File: config.mk
export PLATFORM = sky130hd
export DESIGN_NAME = url_query_pair_decoder_core
export DESIGN_NICKNAME = d
export VERILOG_FILES = /design/src/sv/uqpd_pkg.sv /design/src/sv/url_query_pair_decoder_core.sv /design/src/sv/uqpd_front.sv /design/src/sv/uqpd_queue.sv /design/src/sv/uqpd_back.sv
export SDC_FILE = /design/constraint.sdc
export NUM_CORES = 1
export LEC_CHECK = 0
export ABC_CLOCK_PERIOD_IN_PS = 6950
export BUFFER_PORTS_ARGS = -buffer_cell sky130_fd_sc_hd__clkbuf_2
export CORE_ASPECT_RATIO = 1.75
export CORE_MARGIN = 5
export CORE_UTILIZATION = 25
export DETAILED_ROUTE_END_ITERATION = 7
export GPL_TIMING_DRIVEN = 0
export PLACE_DENSITY = 0.41
export SETUP_SLACK_MARGIN = 0.02
export SLEW_MARGIN = 25
export SYNTH_ARGS = -nofsm -noshare
export SYNTH_HDL_FRONTEND = slang
export SYNTH_SLANG_ARGS = --single-unit
File: constraint.sdc
create_clock -name aclk -period 6.95 [get_ports aclk]
set_input_delay 1.39 -clock aclk [delete_from_list [all_inputs] [get_ports aclk]]
set_output_delay 1.39 -clock aclk [all_outputs]
set_load 0.02 [all_outputs]
File: src/sv/uqpd_pkg.sv
// Shared types, character codes and helper functions for the query pair decoder.
// No dependencies; every other file in this folder refers to it by scoped names.
`timescale 1ns / 1ps
`default_nettype none

package uqpd_pkg;

    localparam logic [7:0] CH_PERCENT  = 8'd37;
    localparam logic [7:0] CH_AMP      = 8'd38;
    localparam logic [7:0] CH_EQ       = 8'd61;
    localparam logic [7:0] CH_QMARK    = 8'd63;
    localparam logic [7:0] CH_NINE     = 8'h39;
    localparam logic [7:0] NIBBLE_MASK = 8'h0f;

    localparam int QUEUE_DEPTH = 2;

    // Escape progress of the front end
    typedef enum logic [1:0] {
        ESC_NONE = 2'd0,
        ESC_HIGH = 2'd1,
        ESC_LOW  = 2'd2
    } esc_state_t;

    // Classification of one input byte against the current state
    typedef enum logic [2:0] {
        CLS_KEY_END  = 3'd0,
        CLS_PAIR_END = 3'd1,
        CLS_HIGH     = 3'd2,
        CLS_LOW      = 3'd3,
        CLS_DROP     = 3'd4,
        CLS_CUT      = 3'd5,
        CLS_PERCENT  = 3'd6,
        CLS_LITERAL  = 3'd7
    } cls_t;

    // What the back end has to do with a queued command
    typedef enum logic [1:0] {
        OP_MARK    = 2'd0,
        OP_LITERAL = 2'd1,
        OP_ESCAPE  = 2'd2
    } op_t;

    typedef struct packed {
        op_t        op;
        logic [7:0] byte_a;     // literal byte, or high escape digit
        logic [7:0] byte_b;     // low escape digit
        logic       is_value;
        logic       key_end;
        logic       pair_end;
        logic       stream_end;
    } cmd_t;

    // Hex-ish digit value without validity check: 0..24
    function automatic logic [4:0] digit_value(input logic [7:0] c);
        logic [4:0] base;
        logic [7:0] low;
        begin
            base = (c <= CH_NINE) ? 5'd0 : 5'd9;
            low  = c & NIBBLE_MASK;
            digit_value = base + low[4:0];
        end
    endfunction

    // ((d(hi) << 4) + d(lo)) mod 256
    function automatic logic [7:0] escape_byte(input logic [7:0] hi, input logic [7:0] lo);
        logic [4:0] dh;
        logic [4:0] dl;
        begin
            dh = digit_value(hi);
            dl = digit_value(lo);
            escape_byte = {dh[3:0], 4'b0000} + {3'b000, dl};
        end
    endfunction

endpackage

`default_nettype wire

File: src/sv/url_query_pair_decoder_core.sv
// URL query string pair decoder, top level: front end, command queue, back end.
// Depends on uqpd_pkg, uqpd_front, uqpd_queue and uqpd_back.
//
// Usage:
//   Input channel (s_valid/s_ready): one raw query string byte per transfer,
//   s_last marks the final byte. Result channel (m_valid/m_ready): at most one
//   result per input byte: a decoded byte (m_has_byte) tagged key or value,
//   and/or key_end, pair_end and stream_end markers. Bytes that produce nothing
//   ('%', the high escape digit, '?', dropped bytes) are absorbed silently.
//   Path: a result's command is written into the queue on its input transfer
//   and then taken by the output register, which drives m_valid.
//   Throughput: one byte per cycle while s_ready is high, set by the front
//   end state update; results drain at one per cycle while m_ready is high.
//   Stall: when m_ready is low the output register holds its result, the
//   queue fills (QUEUE_DEPTH entries) and s_ready then drops until space frees.
//   Reset (aresetn low, synchronous): parse state returns to key side, no
//   escape, no cut; the queue and output register are emptied. After the byte
//   marked last the parse state returns to the same values.
`timescale 1ns / 1ps
`default_nettype none

module url_query_pair_decoder_core #(
    parameter int QUEUE_DEPTH = uqpd_pkg::QUEUE_DEPTH
) (
    input  wire logic        aclk,
    input  wire logic        aresetn,
    input  wire logic        s_valid,
    output logic             s_ready,
    input  wire logic [7:0]  s_byte_in,
    input  wire logic        s_last,
    output logic             m_valid,
    input  wire logic        m_ready,
    output logic [7:0]       m_byte_out,
    output logic             m_has_byte,
    output logic             m_is_value,
    output logic             m_key_end,
    output logic             m_pair_end,
    output logic             m_stream_end
);

    uqpd_pkg::cmd_t  front_cmd;
    uqpd_pkg::cmd_t  head_cmd;
    logic            front_emit;
    logic            accept;
    logic            q_full;
    logic            q_not_empty;
    logic            q_pop;

    // Take a byte whenever the queue has a free slot
    assign s_ready = !q_full;
    assign accept  = s_valid && s_ready;

    uqpd_front u_front (
        .aclk    (aclk),
        .aresetn (aresetn),
        .accept  (accept),
        .byte_in (s_byte_in),
        .last    (s_last),
        .cmd     (front_cmd),
        .emit    (front_emit)
    );

    // Queue only bytes that produce a result
    uqpd_queue #(
        .DEPTH (QUEUE_DEPTH)
    ) u_queue (
        .aclk      (aclk),
        .aresetn   (aresetn),
        .push      (accept && front_emit),
        .push_cmd  (front_cmd),
        .full      (q_full),
        .pop       (q_pop),
        .not_empty (q_not_empty),
        .head_cmd  (head_cmd)
    );

    uqpd_back u_back (
        .aclk         (aclk),
        .aresetn      (aresetn),
        .cmd_valid    (q_not_empty),
        .cmd          (head_cmd),
        .cmd_pop      (q_pop),
        .m_valid      (m_valid),
        .m_ready      (m_ready),
        .m_byte_out   (m_byte_out),
        .m_has_byte   (m_has_byte),
        .m_is_value   (m_is_value),
        .m_key_end    (m_key_end),
        .m_pair_end   (m_pair_end),
        .m_stream_end (m_stream_end)
    );

endmodule

`default_nettype wire

File: src/sv/uqpd_front.sv
// Front end: classifies each input byte, tracks key/value, escape and cut state,
// and produces one command per result. Depends on uqpd_pkg.
`timescale 1ns / 1ps
`default_nettype none

module uqpd_front (
    input  wire logic           aclk,
    input  wire logic           aresetn,
    input  wire logic           accept,
    input  wire logic [7:0]     byte_in,
    input  wire logic           last,
    output uqpd_pkg::cmd_t      cmd,
    output logic                emit
);

    logic                  in_value_reg, in_value_next;
    logic                  token_cut_reg, token_cut_next;
    logic [7:0]            high_digit_reg, high_digit_next;
    uqpd_pkg::esc_state_t  esc_reg, esc_next;
    uqpd_pkg::cls_t        cls;

    // Classify: order decides
    always_comb begin
        priority if (byte_in == uqpd_pkg::CH_EQ && !in_value_reg) begin
            cls = uqpd_pkg::CLS_KEY_END;
        end else if (byte_in == uqpd_pkg::CH_AMP && in_value_reg) begin
            cls = uqpd_pkg::CLS_PAIR_END;
        end else if (esc_reg == uqpd_pkg::ESC_HIGH) begin
            cls = uqpd_pkg::CLS_HIGH;
        end else if (esc_reg == uqpd_pkg::ESC_LOW) begin
            cls = uqpd_pkg::CLS_LOW;
        end else if (token_cut_reg) begin
            cls = uqpd_pkg::CLS_DROP;
        end else if (byte_in == uqpd_pkg::CH_QMARK) begin
            cls = uqpd_pkg::CLS_CUT;
        end else if (byte_in == uqpd_pkg::CH_PERCENT) begin
            cls = uqpd_pkg::CLS_PERCENT;
        end else begin
            cls = uqpd_pkg::CLS_LITERAL;
        end
    end

    // Next state
    always_comb begin
        in_value_next   = in_value_reg;
        token_cut_next  = token_cut_reg;
        high_digit_next = high_digit_reg;
        esc_next        = esc_reg;
        unique case (cls)
            uqpd_pkg::CLS_KEY_END: begin
                in_value_next  = 1'b1;
                esc_next       = uqpd_pkg::ESC_NONE;
                token_cut_next = 1'b0;
            end
            uqpd_pkg::CLS_PAIR_END: begin
                in_value_next  = 1'b0;
                esc_next       = uqpd_pkg::ESC_NONE;
                token_cut_next = 1'b0;
            end
            uqpd_pkg::CLS_HIGH: begin
                high_digit_next = byte_in;
                esc_next        = uqpd_pkg::ESC_LOW;
            end
            uqpd_pkg::CLS_LOW:     esc_next       = uqpd_pkg::ESC_NONE;
            uqpd_pkg::CLS_CUT:     token_cut_next = 1'b1;
            uqpd_pkg::CLS_PERCENT: esc_next       = uqpd_pkg::ESC_HIGH;
            uqpd_pkg::CLS_DROP, uqpd_pkg::CLS_LITERAL: begin
            end
            default: begin
            end
        endcase
        // End of string: start over
        if (last) begin
            in_value_next   = 1'b0;
            token_cut_next  = 1'b0;
            high_digit_next = 8'd0;
            esc_next        = uqpd_pkg::ESC_NONE;
        end
    end

    // Outputs
    always_comb begin
        logic has;
        has            = 1'b0;
        cmd.op         = uqpd_pkg::OP_MARK;
        cmd.byte_a     = byte_in;
        cmd.byte_b     = byte_in;
        cmd.is_value   = in_value_reg;
        cmd.key_end    = 1'b0;
        cmd.pair_end   = 1'b0;
        cmd.stream_end = last;
        unique case (cls)
            uqpd_pkg::CLS_KEY_END: begin
                cmd.key_end  = 1'b1;
                cmd.is_value = 1'b0;
            end
            uqpd_pkg::CLS_PAIR_END: begin
                cmd.pair_end = 1'b1;
                cmd.is_value = 1'b1;
            end
            uqpd_pkg::CLS_LOW: begin
                cmd.op     = uqpd_pkg::OP_ESCAPE;
                cmd.byte_a = high_digit_reg;
                has        = 1'b1;
            end
            uqpd_pkg::CLS_LITERAL: begin
                cmd.op = uqpd_pkg::OP_LITERAL;
                has    = 1'b1;
            end
            uqpd_pkg::CLS_HIGH, uqpd_pkg::CLS_DROP, uqpd_pkg::CLS_CUT,
            uqpd_pkg::CLS_PERCENT: begin
            end
            default: begin
            end
        endcase
        // Input end closes the pair; tag with the side reached after this byte
        if (last && !cmd.pair_end) begin
            cmd.pair_end = 1'b1;
            cmd.is_value = (cls == uqpd_pkg::CLS_KEY_END) ? 1'b1 : in_value_reg;
        end
        emit = has | cmd.key_end | cmd.pair_end | last;
    end

    always_ff @(posedge aclk) begin
        if (!aresetn) begin
            in_value_reg   <= 1'b0;
            token_cut_reg  <= 1'b0;
            high_digit_reg <= 8'd0;
            esc_reg        <= uqpd_pkg::ESC_NONE;
        end else if (accept) begin
            in_value_reg   <= in_value_next;
            token_cut_reg  <= token_cut_next;
            high_digit_reg <= high_digit_next;
            esc_reg        <= esc_next;
        end
    end

endmodule

`default_nettype wire

File: src/sv/uqpd_queue.sv
// Short command queue between front and back end.
// Depends on uqpd_pkg for the command type.
`timescale 1ns / 1ps
`default_nettype none

module uqpd_queue #(
    parameter int DEPTH = uqpd_pkg::QUEUE_DEPTH
) (
    input  wire logic           aclk,
    input  wire logic           aresetn,
    input  wire logic           push,
    input  wire uqpd_pkg::cmd_t push_cmd,
    output logic                full,
    input  wire logic           pop,
    output logic                not_empty,
    output uqpd_pkg::cmd_t      head_cmd
);

    localparam int PW = (DEPTH > 1) ? $clog2(DEPTH) : 1;
    localparam int CW = $clog2(DEPTH + 1);
    localparam logic [PW-1:0] LAST_PTR = PW'(DEPTH - 1);
    localparam logic [CW-1:0] FULL_CNT = CW'(DEPTH);

    uqpd_pkg::cmd_t  mem [DEPTH];
    logic [PW-1:0]   wr_ptr_reg, rd_ptr_reg;
    logic [CW-1:0]   count_reg;
    logic            do_push, do_pop;

    assign full      = (count_reg == FULL_CNT);
    assign not_empty = (count_reg != '0);
    assign do_push   = push && !full;
    assign do_pop    = pop && not_empty;
    assign head_cmd  = mem[rd_ptr_reg];

    always_ff @(posedge aclk) begin
        if (do_push) begin
            mem[wr_ptr_reg] <= push_cmd;
        end
    end

    always_ff @(posedge aclk) begin
        if (!aresetn) begin
            wr_ptr_reg <= '0;
            rd_ptr_reg <= '0;
            count_reg  <= '0;
        end else begin
            if (do_push) begin
                wr_ptr_reg <= (wr_ptr_reg == LAST_PTR) ? '0 : wr_ptr_reg + 1'b1;
            end
            if (do_pop) begin
                rd_ptr_reg <= (rd_ptr_reg == LAST_PTR) ? '0 : rd_ptr_reg + 1'b1;
            end
            if (do_push && !do_pop) begin
                count_reg <= count_reg + 1'b1;
            end else if (do_pop && !do_push) begin
                count_reg <= count_reg - 1'b1;
            end
        end
    end

endmodule

`default_nettype wire

File: src/sv/uqpd_back.sv
// Back end: decodes queued commands into result fields and holds them in the
// output register until transferred. Depends on uqpd_pkg.
`timescale 1ns / 1ps
`default_nettype none

module uqpd_back (
    input  wire logic           aclk,
    input  wire logic           aresetn,
    input  wire logic           cmd_valid,
    input  wire uqpd_pkg::cmd_t cmd,
    output logic                cmd_pop,
    output logic                m_valid,
    input  wire logic           m_ready,
    output logic [7:0]          m_byte_out,
    output logic                m_has_byte,
    output logic                m_is_value,
    output logic                m_key_end,
    output logic                m_pair_end,
    output logic                m_stream_end
);

    logic        valid_reg;
    logic [7:0]  byte_reg, byte_next;
    logic        has_reg, has_next;
    logic        is_value_reg, key_end_reg, pair_end_reg, stream_end_reg;

    assign cmd_pop = cmd_valid && (!valid_reg || m_ready);

    always_comb begin
        unique case (cmd.op)
            uqpd_pkg::OP_LITERAL: begin
                byte_next = cmd.byte_a;
                has_next  = 1'b1;
            end
            uqpd_pkg::OP_ESCAPE: begin
                byte_next = uqpd_pkg::escape_byte(cmd.byte_a, cmd.byte_b);
                has_next  = 1'b1;
            end
            default: begin
                byte_next = 8'd0;
                has_next  = 1'b0;
            end
        endcase
    end

    always_ff @(posedge aclk) begin
        if (!aresetn) begin
            valid_reg <= 1'b0;
        end else if (cmd_pop) begin
            valid_reg <= 1'b1;
        end else if (m_ready) begin
            valid_reg <= 1'b0;
        end
    end

    always_ff @(posedge aclk) begin
        if (cmd_pop) begin
            byte_reg       <= byte_next;
            has_reg        <= has_next;
            is_value_reg   <= cmd.is_value;
            key_end_reg    <= cmd.key_end;
            pair_end_reg   <= cmd.pair_end;
            stream_end_reg <= cmd.stream_end;
        end
    end

    assign m_valid      = valid_reg;
    assign m_byte_out   = byte_reg;
    assign m_has_byte   = has_reg;
    assign m_is_value   = is_value_reg;
    assign m_key_end    = key_end_reg;
    assign m_pair_end   = pair_end_reg;
    assign m_stream_end = stream_end_reg;

endmodule

`default_nettype wire
Word level (Yosys, flattened, before mapping)
Memories as Yosys holds them, arrays and structs flattened. A register that Yosys moved wholly into a read port is not among the register bits.
Index checks and enable logic that the tools add are counted.
{ "word_totals": {"out_inout_bits": 15, "input_bits": 13, "wordCells": 113, "memories": 1, "mem_bits_rw": 44, "register_bits": 30} }
{ "classes": {"n_reduce_logical": 33, "magnitude_cmp": 2, "muxes": 38, "bitwise_logic": 3, "n_addsub": 7, "eq_ne": 15} }
{ "mem_list": {"columns": ["memory", "depth", "width", "read_ports", "rd_clocked_by_memory_dff", "write_ports", "line_no", "rtl"], "rows": [
  ["u_queue.mem", 2, 22, 1, 1, 1, "uqpd_queue.sv:24", "uqpd_pkg::cmd_t mem [DEPTH];"]
]} }
{ "op_table": {"columns": ["cell", "count"], "rows": [
  ["8-bit by 6-bit == test with 1-bit output, second input constant", 4],
  ["8-bit two-way mux", 3],
  ["1-bit two-way mux", 18],
  ["3-bit two-way mux", 6],
  ["8-bit by 6-bit less-or-equal comparator with 1-bit output, second input constant", 2],
  ["8-bit one-hot mux with 2 select lines", 1],
  ["1-bit logical AND", 10],
  ["3-bit == test, second input constant", 3],
  ["8-bit by 5-bit adder with 8-bit output", 1],
  ["4-bit two-way mux", 2],
  ["2-bit AND reduction", 4],
  ["2-bit nonzero test", 4],
  ["2-bit == test, second input constant", 3],
  ["3-bit by 2-bit == test with 1-bit output, second input constant", 2],
  ["1-bit zero test", 6],
  ["2-bit two-way mux", 3],
  ["1-bit one-hot mux with 2 select lines", 3],
  ["2-bit one-hot mux with 3 select lines", 1],
  ["3-bit nonzero test", 2],
  ["2-bit OR reduction", 3],
  ["5-bit by 4-bit adder with 5-bit output", 1],
  ["4-bit adder", 1],
  ["2-bit by 1-bit == test with 1-bit output, second input constant", 2],
  ["2-bit one-hot mux with 2 select lines", 1],
  ["9 further kinds", 12]
]} }

Depth between registers and ports, before layout
Gate-level depths: netlist of run 1.
{ "depth": {"word_depth": 21, "depth_mapped": 13, "ltp_nobuf": 12} }

By module
From an unflattened synthesis of run 1, not the netlist that was laid out.
{ "unflattened": {"hier_cells": 274, "area_unflattened_um2": 3674.8} }
{ "by_module_without_submodules": {"columns": ["mod", "instances", "seq_area_each_um2", "cells_each", "area_per_inst_um2"], "rows": [
  ["uqpd_queue", 1, 1421.4, 93, 1815.5],
  ["uqpd_front", 1, 240.2, 109, 1039.7],
  ["uqpd_back", 1, 410.4, 69, 800.8],
  ["url_query_pair_decoder_core", 1, 0.0, 3, 18.8]
]} }

Worst setup path after synthesis of run 1
Ideal clock, no wire load.
{ "synth_timing": {"kind": "in2reg", "startpoint": "input s_byte_in[6]", "endpoint": "memory u_queue.mem[0][0] (netlist name) (enable)", "t_arrival_ps": 3429, "n_path_buf": 1, "setup_ps": 403, "setup_slack_ps": 3118, "stages": 6, "required_time_ps": 6547, "path_cell_list": "and4bb_2 > buf_6 > a41oi_1 > nand2b_4 > a31oi_2 > nor2b_1"} }
{ "synth_between": {"elab_chain_len": 19, "elab_cells_between_ends": 31, "cone_classes": "7 x eq/ne; 13 x mux; 3 x bitwise; 8 x reduce/logical"} }
{ "synth_rtl": {"columns": ["item", "line_no", "rtl"], "rows": [
  ["start, declared", "url_query_pair_decoder_core.sv:29", "input wire logic [7:0] s_byte_in,"],
  ["8-bit by 6-bit == test with 1-bit output", "uqpd_front.sv:36", "end else if (byte_in == uqpd_pkg::CH_PERCENT) begin"],
  ["1-bit two-way mux", "uqpd_front.sv:36", null],
  ["3-bit two-way mux", "uqpd_front.sv:34", "end else if (byte_in == uqpd_pkg::CH_QMARK) begin"],
  ["3-bit two-way mux", "uqpd_front.sv:32", "end else if (token_cut_reg) begin"],
  ["3-bit two-way mux", "uqpd_front.sv:30", "end else if (esc_reg == uqpd_pkg::ESC_LOW) begin"],
  ["3-bit two-way mux", "uqpd_front.sv:28", "end else if (esc_reg == uqpd_pkg::ESC_HIGH) begin"],
  ["3-bit two-way mux", "uqpd_front.sv:26", "end else if (byte_in == uqpd_pkg::CH_AMP && in_value_reg) begin"],
  ["3-bit two-way mux (*)", "uqpd_front.sv:24", "priority if (byte_in == uqpd_pkg::CH_EQ && !in_value_reg) begin"],
  ["(+3 left out)", null, null],
  ["1-bit logical AND", "uqpd_front.sv:117", "if (last && !cmd.pair_end) begin"],
  ["1-bit two-way mux", "uqpd_front.sv:117", null],
  ["1-bit OR (*) (2 in a row)", "uqpd_front.sv:121", "emit = has | cmd.key_end | cmd.pair_end | last;"],
  ["1-bit logical AND (*)", "url_query_pair_decoder_core.sv:69", ".push (accept && front_emit),"],
  ["1-bit logical AND (*)", "uqpd_queue.sv:31", "assign do_push = push && !full;"],
  ["named net u_queue.do_push", "uqpd_queue.sv:27", "logic do_push, do_pop;"],
  ["1-bit two-way mux (*)", "uqpd_queue.sv:36", "if (do_push) begin"],
  ["1-bit two-way mux (implied by the code) (*)", "uqpd_queue.sv:37", "mem[wr_ptr_reg] <= push_cmd;"],
  ["end, declared", "uqpd_queue.sv:24", null]
]} }
The timed path passes the listed nets; every way through them passes the cells marked *.

==> flow_metrics.py, run 1 <==
metrics = {
    "status": {
        "outcome": "finished clean",
    },
    "worst_setup_path": {
        "worstPathArrival_ps": 3570,
        "rrSetupSlack_ps": 3450,
        "path_class": "reg2reg",
        "crit_path_end_kind": "register",
        "path_max_fanout": 10,
        "start_kind": "register",
        "r2r_end": "u_back.m_byte_out[6]",
        "worstPathRequired_ps": 7020,
        "r2r_cells": 13,
    },
    "place": {
        "dp.cells": 463,
        "place_area_um2": 3880,
        "dp_hpwl_um": 5450,
        "port_buffers": 27,
        "gp_congestion": 0.746,
    },
    "synth": {
        "synthArstFlopShare": 0,
        "synth.area.top_cells": "edfxtp_1 (49%), dfxtp_1 (10%), mux2_2 (5.4%)",
        "synth_compound_area_frac": 0.119,
        "synth_fa_ha_area_frac": 0.0427,
        "synth_top_family_by_area": "compound AO/OA/AOI/OAI gates",
        "synth_edf_count": 57,
        "syn_inst": 259,
        "synth_cell_types": 59,
        "synth_top_area_share": 0.487,
        "ys_ff_latch": 75,
        "syn_area_um2": 3510,
        "ys_seq_area_frac": 0.590,
        "yosys.area.top_type": "edfxtp_1",
        "avgSynthCellArea_um2": 13.6,
        "yosysWarnings": 0,
        "synthSimpleGateAreaFrac": 0.110,
        "synthMuxAreaShare": 0.0915,
        "ys.flop_type": "edfxtp_1",
        "synthXorXnorAreaFrac": 0.0174,
        "postSynthNetCount": 284,
    },
    "floorplanning": {
        "die_x_um": 99.6,
        "row_count": 57,
        "start_util": 0.254,
        "coreArea_um2": 13800,
        "dieArea_um2": 16600,
        "ios": 28,
        "die_height_um": 167,
    },
    "timing": {
        "rsz0062_at_grt": "no",
        "relSlewSlack": 0.477,
        "fin_tns_setup_ps": 0,
        "setup-violations-final": 0,
        "finalClockSkew_ps": 7.79,
        "slew_violations": 0,
        "period_share": 0.503,
        "max_freq_mhz": 286,
        "finalHoldViolations": 0,
        "period_needed_ps": 3500,
        "worstMarginPinSlew_ps": 783,
    },
    "min_path": {
        "whs_path_depth": 1,
        "hold_class": "reg2reg",
        "hold_path.startpoint": "u_front.high_digit_reg[6]",
        "min_to": "u_front.high_digit_reg[6]",
    },
    "route": {
        "dr.first_iter.drc_count": 88,
        "wl_per_cell_um": 15.2,
        "wirelength_um": 7270,
        "num_vias": 2140,
        "drc_errors": 0,
        "ant_nets": 0,
        "dr.pass1.iters": 4,
        "drt-vias-per-instance": 4.47,
    },
    "final_layout": {
        "multi_input_area_um2": 1350,
        "drive_gt1_frac": 0.288,
        "fin_nets": 322,
        "register_area_um2": 2070,
        "fillers": 1453,
        "area_growth_pct": 18.0,
        "fin_area_um2": 4150,
        "largest_register_ffs": 44,
        "final_cell_count_no_fill": 479,
        "fin_util": 0.300,
        "diodes": 0,
    },
    "power_and_ir_drop": {
        "power_uw": 1450,
        "power.leakage_uw": 0.00150,
        "ir_drop_v": 0.000131,
        "power_density_nw_per_um2": 350,
    },
    "cts": {
        "cts_buffers": 9,
        "root_buffer": "clkbuf_16",
        "cts-htree-levels": 3,
        "clk_pin_slew_ps": 60,
        "clock_path_buffers": 2,
        "cts_hold_buf": 0,
        "clock_latency_ps": 330,
        "tritoncts": "done",
        "clock_sinks": 75,
        "post-cts-setup-buffer-count": 0,
        "cts.repair.resized": 0,
    },
    "grt": {
        "grt-ovfl-total": 0,
        "grt_max_degree": 23,
        "grt_usage": 0.0956,
        "grt_pass1_wl_um": 12100,
        "grt_pass1_vias": 2240,
        "antenna_found_initial": 0,
    },
    "job": {
        "maxCapViolations": 0,
    },
}
[per-stage QoR]
stage / hold WS, ps / worst slack, ps
after floorplan: 443 / 3120
after global placement: 456 / 2090
after detailed placement: 457 / 3200
after CTS: 476 / 3340
after global routing: 483 / 3180
final: 473 / 3450
[area by class of cell]
class,count,share of cell area
timing repair buffer,27,0.0326
inverter,8,0.00724
clock buffer,13,0.0603
multi-input combinational,165,0.325
tap,177,0.0534
buffer,11,0.0181
sequential,75,0.500
clock inverter,3,0.00362
[power breakdown]
part           leakage (uW)  internal [uW]  switching (uW)
logic              0.000689            161             258
clock network      0.000133            250             165
registers          0.000680            593            25.6
total               0.00150           1000             449
[worst max-delay path, stage by stage, from the launching register on]
cell     delay (ps)
dfxtp_1         320
buf_6           130
buf_4           210
buf_1           530
nor3b_1         330
o22ai_1         190
ha_1            260
ha_1            220
a31o_2          210
ha_1            240
ha_1            210
xor2_1          170
a21oi_1         160
nor2_1           50
[placed cells by master (no fill, tap or decap), types with 8 or more instances in the layout]
master     instances
clkbuf_2          27
nor2_1            14
edfxtp_1          57
dfxtp_1           18
nand2_1           11
inv_1              8
mux2_2            17
a21oi_1            9
clkbuf_16          9
ha_1              12
[logic make-up after synthesis]
kind of cell             count (synthesis)
multiplexers                            28
flip-flops                              75
AO/OA/AOI/OAI                           54
AND/OR/NAND/NOR                         64
XOR/XNOR                                 7
adder cells (fa/ha/maj)                 12
buffers and inverters                   19
[worst max-delay path by stage]
stage | from | endpoint | slack, ps | depth (start not counted)
6_report | register | u_back.m_byte_out[6] | 3450 | 13
5_1_grt | register | u_back.m_byte_out[6] | 3180 | 13
4_1_cts | register | u_back.m_byte_out[6] | 3340 | 13
3_5_place_dp | s_byte_in[6] | u_queue.mem[0][6] | 3200 | 7
3_3_place_gp | s_byte_in[6] | u_queue.mem[0][6] | 2090 | 7
2_1_floorplan | s_byte_in[6] | u_queue.mem[0][0] | 3120 | 6
[Yosys cell counts, types with 4 or more instances]
master and n:
edfxtp_1 57, dfxtp_1 18, mux2_2 17, nor2_1 15, ha_1 12, nand2_1 11
a21oi_1 9, inv_1 8, a22o_1 7, mux2i_1 7, a22oi_1 5, and2_1 5
xor2_1 5, mux2_4 4, nand2b_1 4, nor2b_1 4
[layer usage]
layer	up-vias	global-route usage	wire length, um
met1	1024	0.0994	2820
met2	37	0.172	4000
met4	0	0.0493	222
li1	1067	-	-
met3	12	0.0264	239
met5	-	0	0
(Power assumes the default switching activity.)
==> run 2, diff against run 1 <==
ABC_CLOCK_PERIOD_IN_PS = 3200   (was 6950)
PLACE_DENSITY = 0.42   (was 0.41)
clock period = 3.2 ns   (was 6.95 ns; I/O delays follow)
==> run 2 against run 1 <==
Net effect:
- non-clock buffer count decreased by 1
- largest cell class unchanged
- critical path type unchanged
- critical path depth down 1
- register-to-register slack worse by 3200 ps
- sequential power up 120%
==> flow_metrics.py, run 2 (synthesized netlist as in run 1, its figures left out) <==
metrics = {
    "status": {
        "outcome": "finished clean",
    },
    "power_and_ir_drop": {
        "switchingPower_uw": 977,
        "p_clk_frac": 0.331,
        "power.leakage_uw": 0.00154,
        "p_int_uw": 2390,
        "combPwrFrac": 0.269,
        "seq_power_share": 0.400,
        "switching_share": 0.290,
        "power_density_nw_per_um2": 796,
        "ir_drop_v": 0.000277,
    },
    "cts": {
        "clock_path_buffers": 2,
        "cts-htree-levels": 3,
        "cts.repair.resized": 4,
        "cts_hold_buf": 0,
        "clk_pin_slew_ps": 60,
        "root_buffer": "clkbuf_16",
        "clock_sinks": 75,
        "tritoncts": "done",
        "clock_latency_ps": 330,
        "post-cts-setup-buffer-count": 0,
        "cts_buffers": 9,
    },
    "grt": {
        "grt_pass1_vias": 2240,
        "antenna_found_initial": 0,
        "grt_max_degree": 23,
        "grt_usage": 0.0905,
        "grt-ovfl-total": 0,
        "grt_pass1_wl_um": 11400,
    },
    "min_path": {
        "hold_class": "reg2reg",
        "hold_path.startpoint": "u_front.high_digit_reg[6]",
        "min_to": "u_front.high_digit_reg[6]",
        "whs_path_depth": 1,
    },
    "timing": {
        "fin_ws_ps": 202,
        "finalClockSkew_ps": 6.17,
        "max_freq_mhz": 334,
        "relSlewSlack": 0.479,
        "worstMarginPinSlew_ps": 781,
        "rsz0062_at_grt": "no",
        "fin_tns_setup_ps": 0,
        "period_needed_ps": 3000,
        "holdWs_ps": 476,
        "slew_violations": 0,
        "period_share": 0.937,
        "setup-violations-final": 0,
        "finalHoldViolations": 0,
    },
    "floorplanning": {
        "start_util": 0.254,
        "dieArea_um2": 16600,
        "die_height_um": 167,
        "row_count": 57,
        "die_x_um": 99.6,
        "coreArea_um2": 13800,
        "ios": 28,
    },
    "route": {
        "drt-vias-per-instance": 4.46,
        "dr.first_iter.drc_count": 92,
        "dr.pass1.iters": 4,
        "ant_nets": 0,
        "drc_errors": 0,
        "wl_per_cell_um": 14.8,
        "num_vias": 2132,
        "wirelength_um": 7070,
    },
    "worst_setup_path": {
        "crit_path_end_kind": "register",
        "worstPathRequired_ps": 3270,
        "r2r_end": "u_back.m_byte_out[6]",
        "path_class": "reg2reg",
        "path_max_fanout": 16,
        "start_kind": "register",
        "rrSetupSlack_ps": 200,
        "worstPathArrival_ps": 3070,
        "r2r_cells": 12,
    },
    "place": {
        "gp_congestion": 0.761,
        "port_buffers": 27,
        "place_area_um2": 3880,
        "dp_hpwl_um": 5350,
        "dpl_worst_slack_ps": -476,
    },
    "final_layout": {
        "diodes": 0,
        "fillers": 1434,
        "final_common_cell": "edfxtp_1",
        "area_growth_pct": 20.3,
        "fin_util": 0.306,
        "largest_register_ffs": 44,
        "layout_common_cells": "edfxtp_1 (57), clkbuf_2 (27), dfxtp_1 (18)",
        "fin_area_um2": 4230,
        "fin_nets": 321,
        "drive_gt1_frac": 0.299,
    },
    "job": {
        "maxCapViolations": 0,
    },
}
run 2: cell types whose count changed in the layout (fill, tap and decap cells not counted), sizes merged:
cell	before	now
clkbuf	43	42
buf	8	7
clkinv	3	2
bufinv	0	2
run 2: area by class of cell:
class | instances | area [um^2] | share of cell area
buffer | 10 | 75.1 | 0.0178
multi-input combinational | 165 | 1360 | 0.321
timing repair buffer | 27 | 135 | 0.0320
clock inverter | 4 | 70.1 | 0.0166
clock buffer | 12 | 268 | 0.0633
tap | 177 | 221 | 0.0524
sequential | 75 | 2070 | 0.490
inverter | 8 | 30.0 | 0.00710
run 2: how the worst max path moves through the flow:
stage,startpoint,end,slack (ps),cells past startpoint
4_1_cts,register,u_back.m_byte_out[6],80,12
6_report,register,u_back.m_byte_out[6],200,12
3_5_place_dp,register,u_back.m_byte_out[6],-480,13
2_1_floorplan,s_byte_in[6],u_queue.mem[0][0],120,6
3_3_place_gp,s_byte_in[6],u_queue.mem[0][6],-860,7
5_1_grt,register,u_back.m_byte_out[6],50,12
run 2: power by group through the flow:
stage | combinational, uW | sequential [uW] | clock [uW]
floorplan | 530 | 1480 | 0
global placement | 917 | 1370 | 0
detailed placement | 926 | 1370 | 0
CTS | 929 | 1350 | 1150
global route | 1000 | 1370 | 1190
finish | 906 | 1350 | 1120
run 2: stage by stage:
stage,instances,power (uW)
final,478,3370
after floorplan,259,2010
after detailed placement,463,2290
after global routing,478,3560
after CTS,478,3420
after global placement,463,2280
run 2: per-layer routing:
layer | up-vias | wire length [um] | global-route usage
met5 | - | 0 | 0
met4 | 0 | 191 | 0.0482
met3 | 12 | 214 | 0.0268
met2 | 28 | 3920 | 0.168
met1 | 1027 | 2740 | 0.0875
li1 | 1065 | - | -
run 2: critical path: stages (launching register included):
cell and delay, ps:
dfxtp_1 340, buf_8 180, mux2_2 380, o21ai_1 180, o22ai_1 170, ha_1 250, ha_1 220, a31o_2 210
ha_1 240, ha_1 200, xor2_1 160, a21oi_1 160, nor2_1 50
==> run 3, diff against run 2 <==
MAX_ROUTING_LAYER = met4   (was default)
==> run 3 against run 2 <==
Net effect:
- worst hold slack got worse by 2.6 ps
- via count barely moved
- clock power barely moved
- final area did not move
- non-clock buffer count did not move
- first-iteration DRC count fell by 4.3%
- sequential power barely moved
- critical endpoint unchanged
- highest routed layer unchanged
==> flow_metrics.py, run 3 (synthesized netlist as in run 1, its figures left out) <==
metrics = {
    "final_layout": {
        "final_common_cell": "edfxtp_1",
        "multi_input_area_um2": 1360,
        "largest_register_ffs": 44,
        "final_cell_count_no_fill": 478,
        "fin_nets": 321,
        "area_growth_pct": 20.3,
        "layout_common_cells": "edfxtp_1 (57), clkbuf_2 (27), dfxtp_1 (18)",
        "drive_gt1_frac": 0.299,
        "diodes": 0,
        "fillers": 1434,
        "register_area_um2": 2070,
    },
    "cts": {
        "root_buffer": "clkbuf_16",
        "cts_hold_buf": 0,
        "tritoncts": "done",
        "clock_path_buffers": 2,
        "cts_buffers": 9,
        "clock_latency_ps": 330,
        "cts-htree-levels": 3,
        "clk_pin_slew_ps": 60,
        "clock_sinks": 75,
    },
    "timing": {
        "period_needed_ps": 3000,
        "worstMarginPinSlew_ps": 781,
        "setup-violations-final": 0,
        "relSlewSlack": 0.479,
        "finalClockSkew_ps": 6.93,
        "rsz0062_at_grt": "no",
        "fin_ws_ps": 200,
        "holdWs_ps": 474,
        "fin_tns_setup_ps": 0,
        "slew_violations": 0,
        "finalHoldViolations": 0,
        "max_freq_mhz": 333,
        "period_share": 0.937,
    },
    "power_and_ir_drop": {
        "power_density_nw_per_um2": 796,
        "ir_drop_v": 0.000277,
        "power.leakage_uw": 0.00154,
        "power_uw": 3370,
    },
    "worst_setup_path": {
        "cp_num_buf_inv": 1,
        "path_max_fanout": 16,
        "crit_path_end_kind": "register",
        "slowest_delay_ps": 380,
        "path_class": "reg2reg",
        "rrSetupSlack_ps": 200,
        "worstPathRequired_ps": 3270,
        "worstPathArrival_ps": 3070,
        "critical-path-top-delay-family": "adder cells",
        "cp_slowest_cell": "mux2_2",
        "start_kind": "register",
        "cpMostUsedCell": "ha_1",
        "crit_path_cell_trace": "buf_8, mux2_2, o21ai_1, o22ai_1, ha_1, ha_1, a31o_2, ha_1, ha_1, xor2_1, a21oi_1, nor2_1",
    },
    "grt": {
        "grt_usage": 0.0931,
        "antenna_found_initial": 0,
        "grt_pass1_wl_um": 11400,
        "grt_pass1_vias": 2243,
        "grt-ovfl-total": 0,
        "grt_max_degree": 23,
    },
    "route": {
        "drt-vias-per-instance": 4.46,
        "num_vias": 2131,
        "dr.pass1.iters": 4,
        "drc_errors": 0,
        "ant_nets": 0,
        "dr.first_iter.drc_count": 88,
        "wl_per_cell_um": 14.8,
        "wirelength_um": 7070,
    },
    "place": {
        "dpl_worst_slack_ps": -476,
        "dp.cells": 463,
        "dp_hpwl_um": 5350,
        "gp_congestion": 0.771,
        "port_buffers": 27,
    },
    "min_path": {
        "hold_path.startpoint": "u_front.esc_reg[1]",
        "hold_class": "reg2reg",
    },
    "status": {
        "outcome": "finished clean",
    },
    "floorplanning": {
        "row_count": 57,
        "die_x_um": 99.6,
        "coreArea_um2": 13800,
        "die_height_um": 167,
        "dieArea_um2": 16600,
        "ios": 28,
        "start_util": 0.254,
    },
    "job": {
        "maxCapViolations": 0,
    },
}
[run 3: cell counts in the layout (fill, tap and decap cells not counted)]
No cell type changed its count.
[run 3: worst register-to-register path: cells and delay by family (launching register included)]
family                     cells  cell delay [ps]
and+or+nand+nor                1               50
xor gates and xnor gates       1              160
AOI/OAI and AO/OA              4              720
buffers and inverters          1              180
adders and majority gates      4              910
muxes                          1              380
DFF                            1              340
[run 3: metal layers]
| layer | GRT usage | wire length [um] | up-vias |
|---|---|---|---|
| li1 | - | - | 1066 |
| met1 | 0.0877 | 2750 | 1023 |
| met2 | 0.168 | 3920 | 30 |
| met3 | 0.0260 | 203 | 12 |
| met4 | 0.0482 | 193 | 0 |
| met5 | - | 0 | - |
[run 3: area by class of cell]
cell class,count,area share
plain buffers,10,0.0178
repair buffers,27,0.0320
clock buffers,12,0.0633
inverters,8,0.00710
flip-flops and latches,75,0.490
multi-input cells,165,0.321
clock inverters,4,0.0166
well taps,177,0.0524
[run 3: metrics by stage]
step                      cell area (um^2)  utilization
after floorplan                       3510            -
after global placement                3870        0.280
after detailed placement              3880        0.281
after CTS                             4220        0.305
after global routing                  4230        0.306
final                                 4230        0.306
[run 3: worst paths after layout]
kind | depth (start not counted) | end
max | 12 | u_back.m_byte_out[6]
min | 2 | u_front.esc_reg[1]
max reg2reg | 12 | u_back.m_byte_out[6]
min reg2reg | 2 | u_front.esc_reg[1]
[run 3: timing repair]
| action | in CTS | in global routing |
|---|---|---|
| pin swaps | 0 | 0 |
| setup endpoints to repair | 4 | 1 |
| buffers inserted | 0 | 0 |
| gates resized for setup | 4 | 2 |
[run 3: power breakdown]
part	leakage, uW	switching [uW]	internal [uW]	total (uW)
Sequential	0.000680	56.6	1290	1350
Clock	0.000168	367	748	1120
Combinational	0.000694	554	353	906
Total	0.00154	978	2390	3370
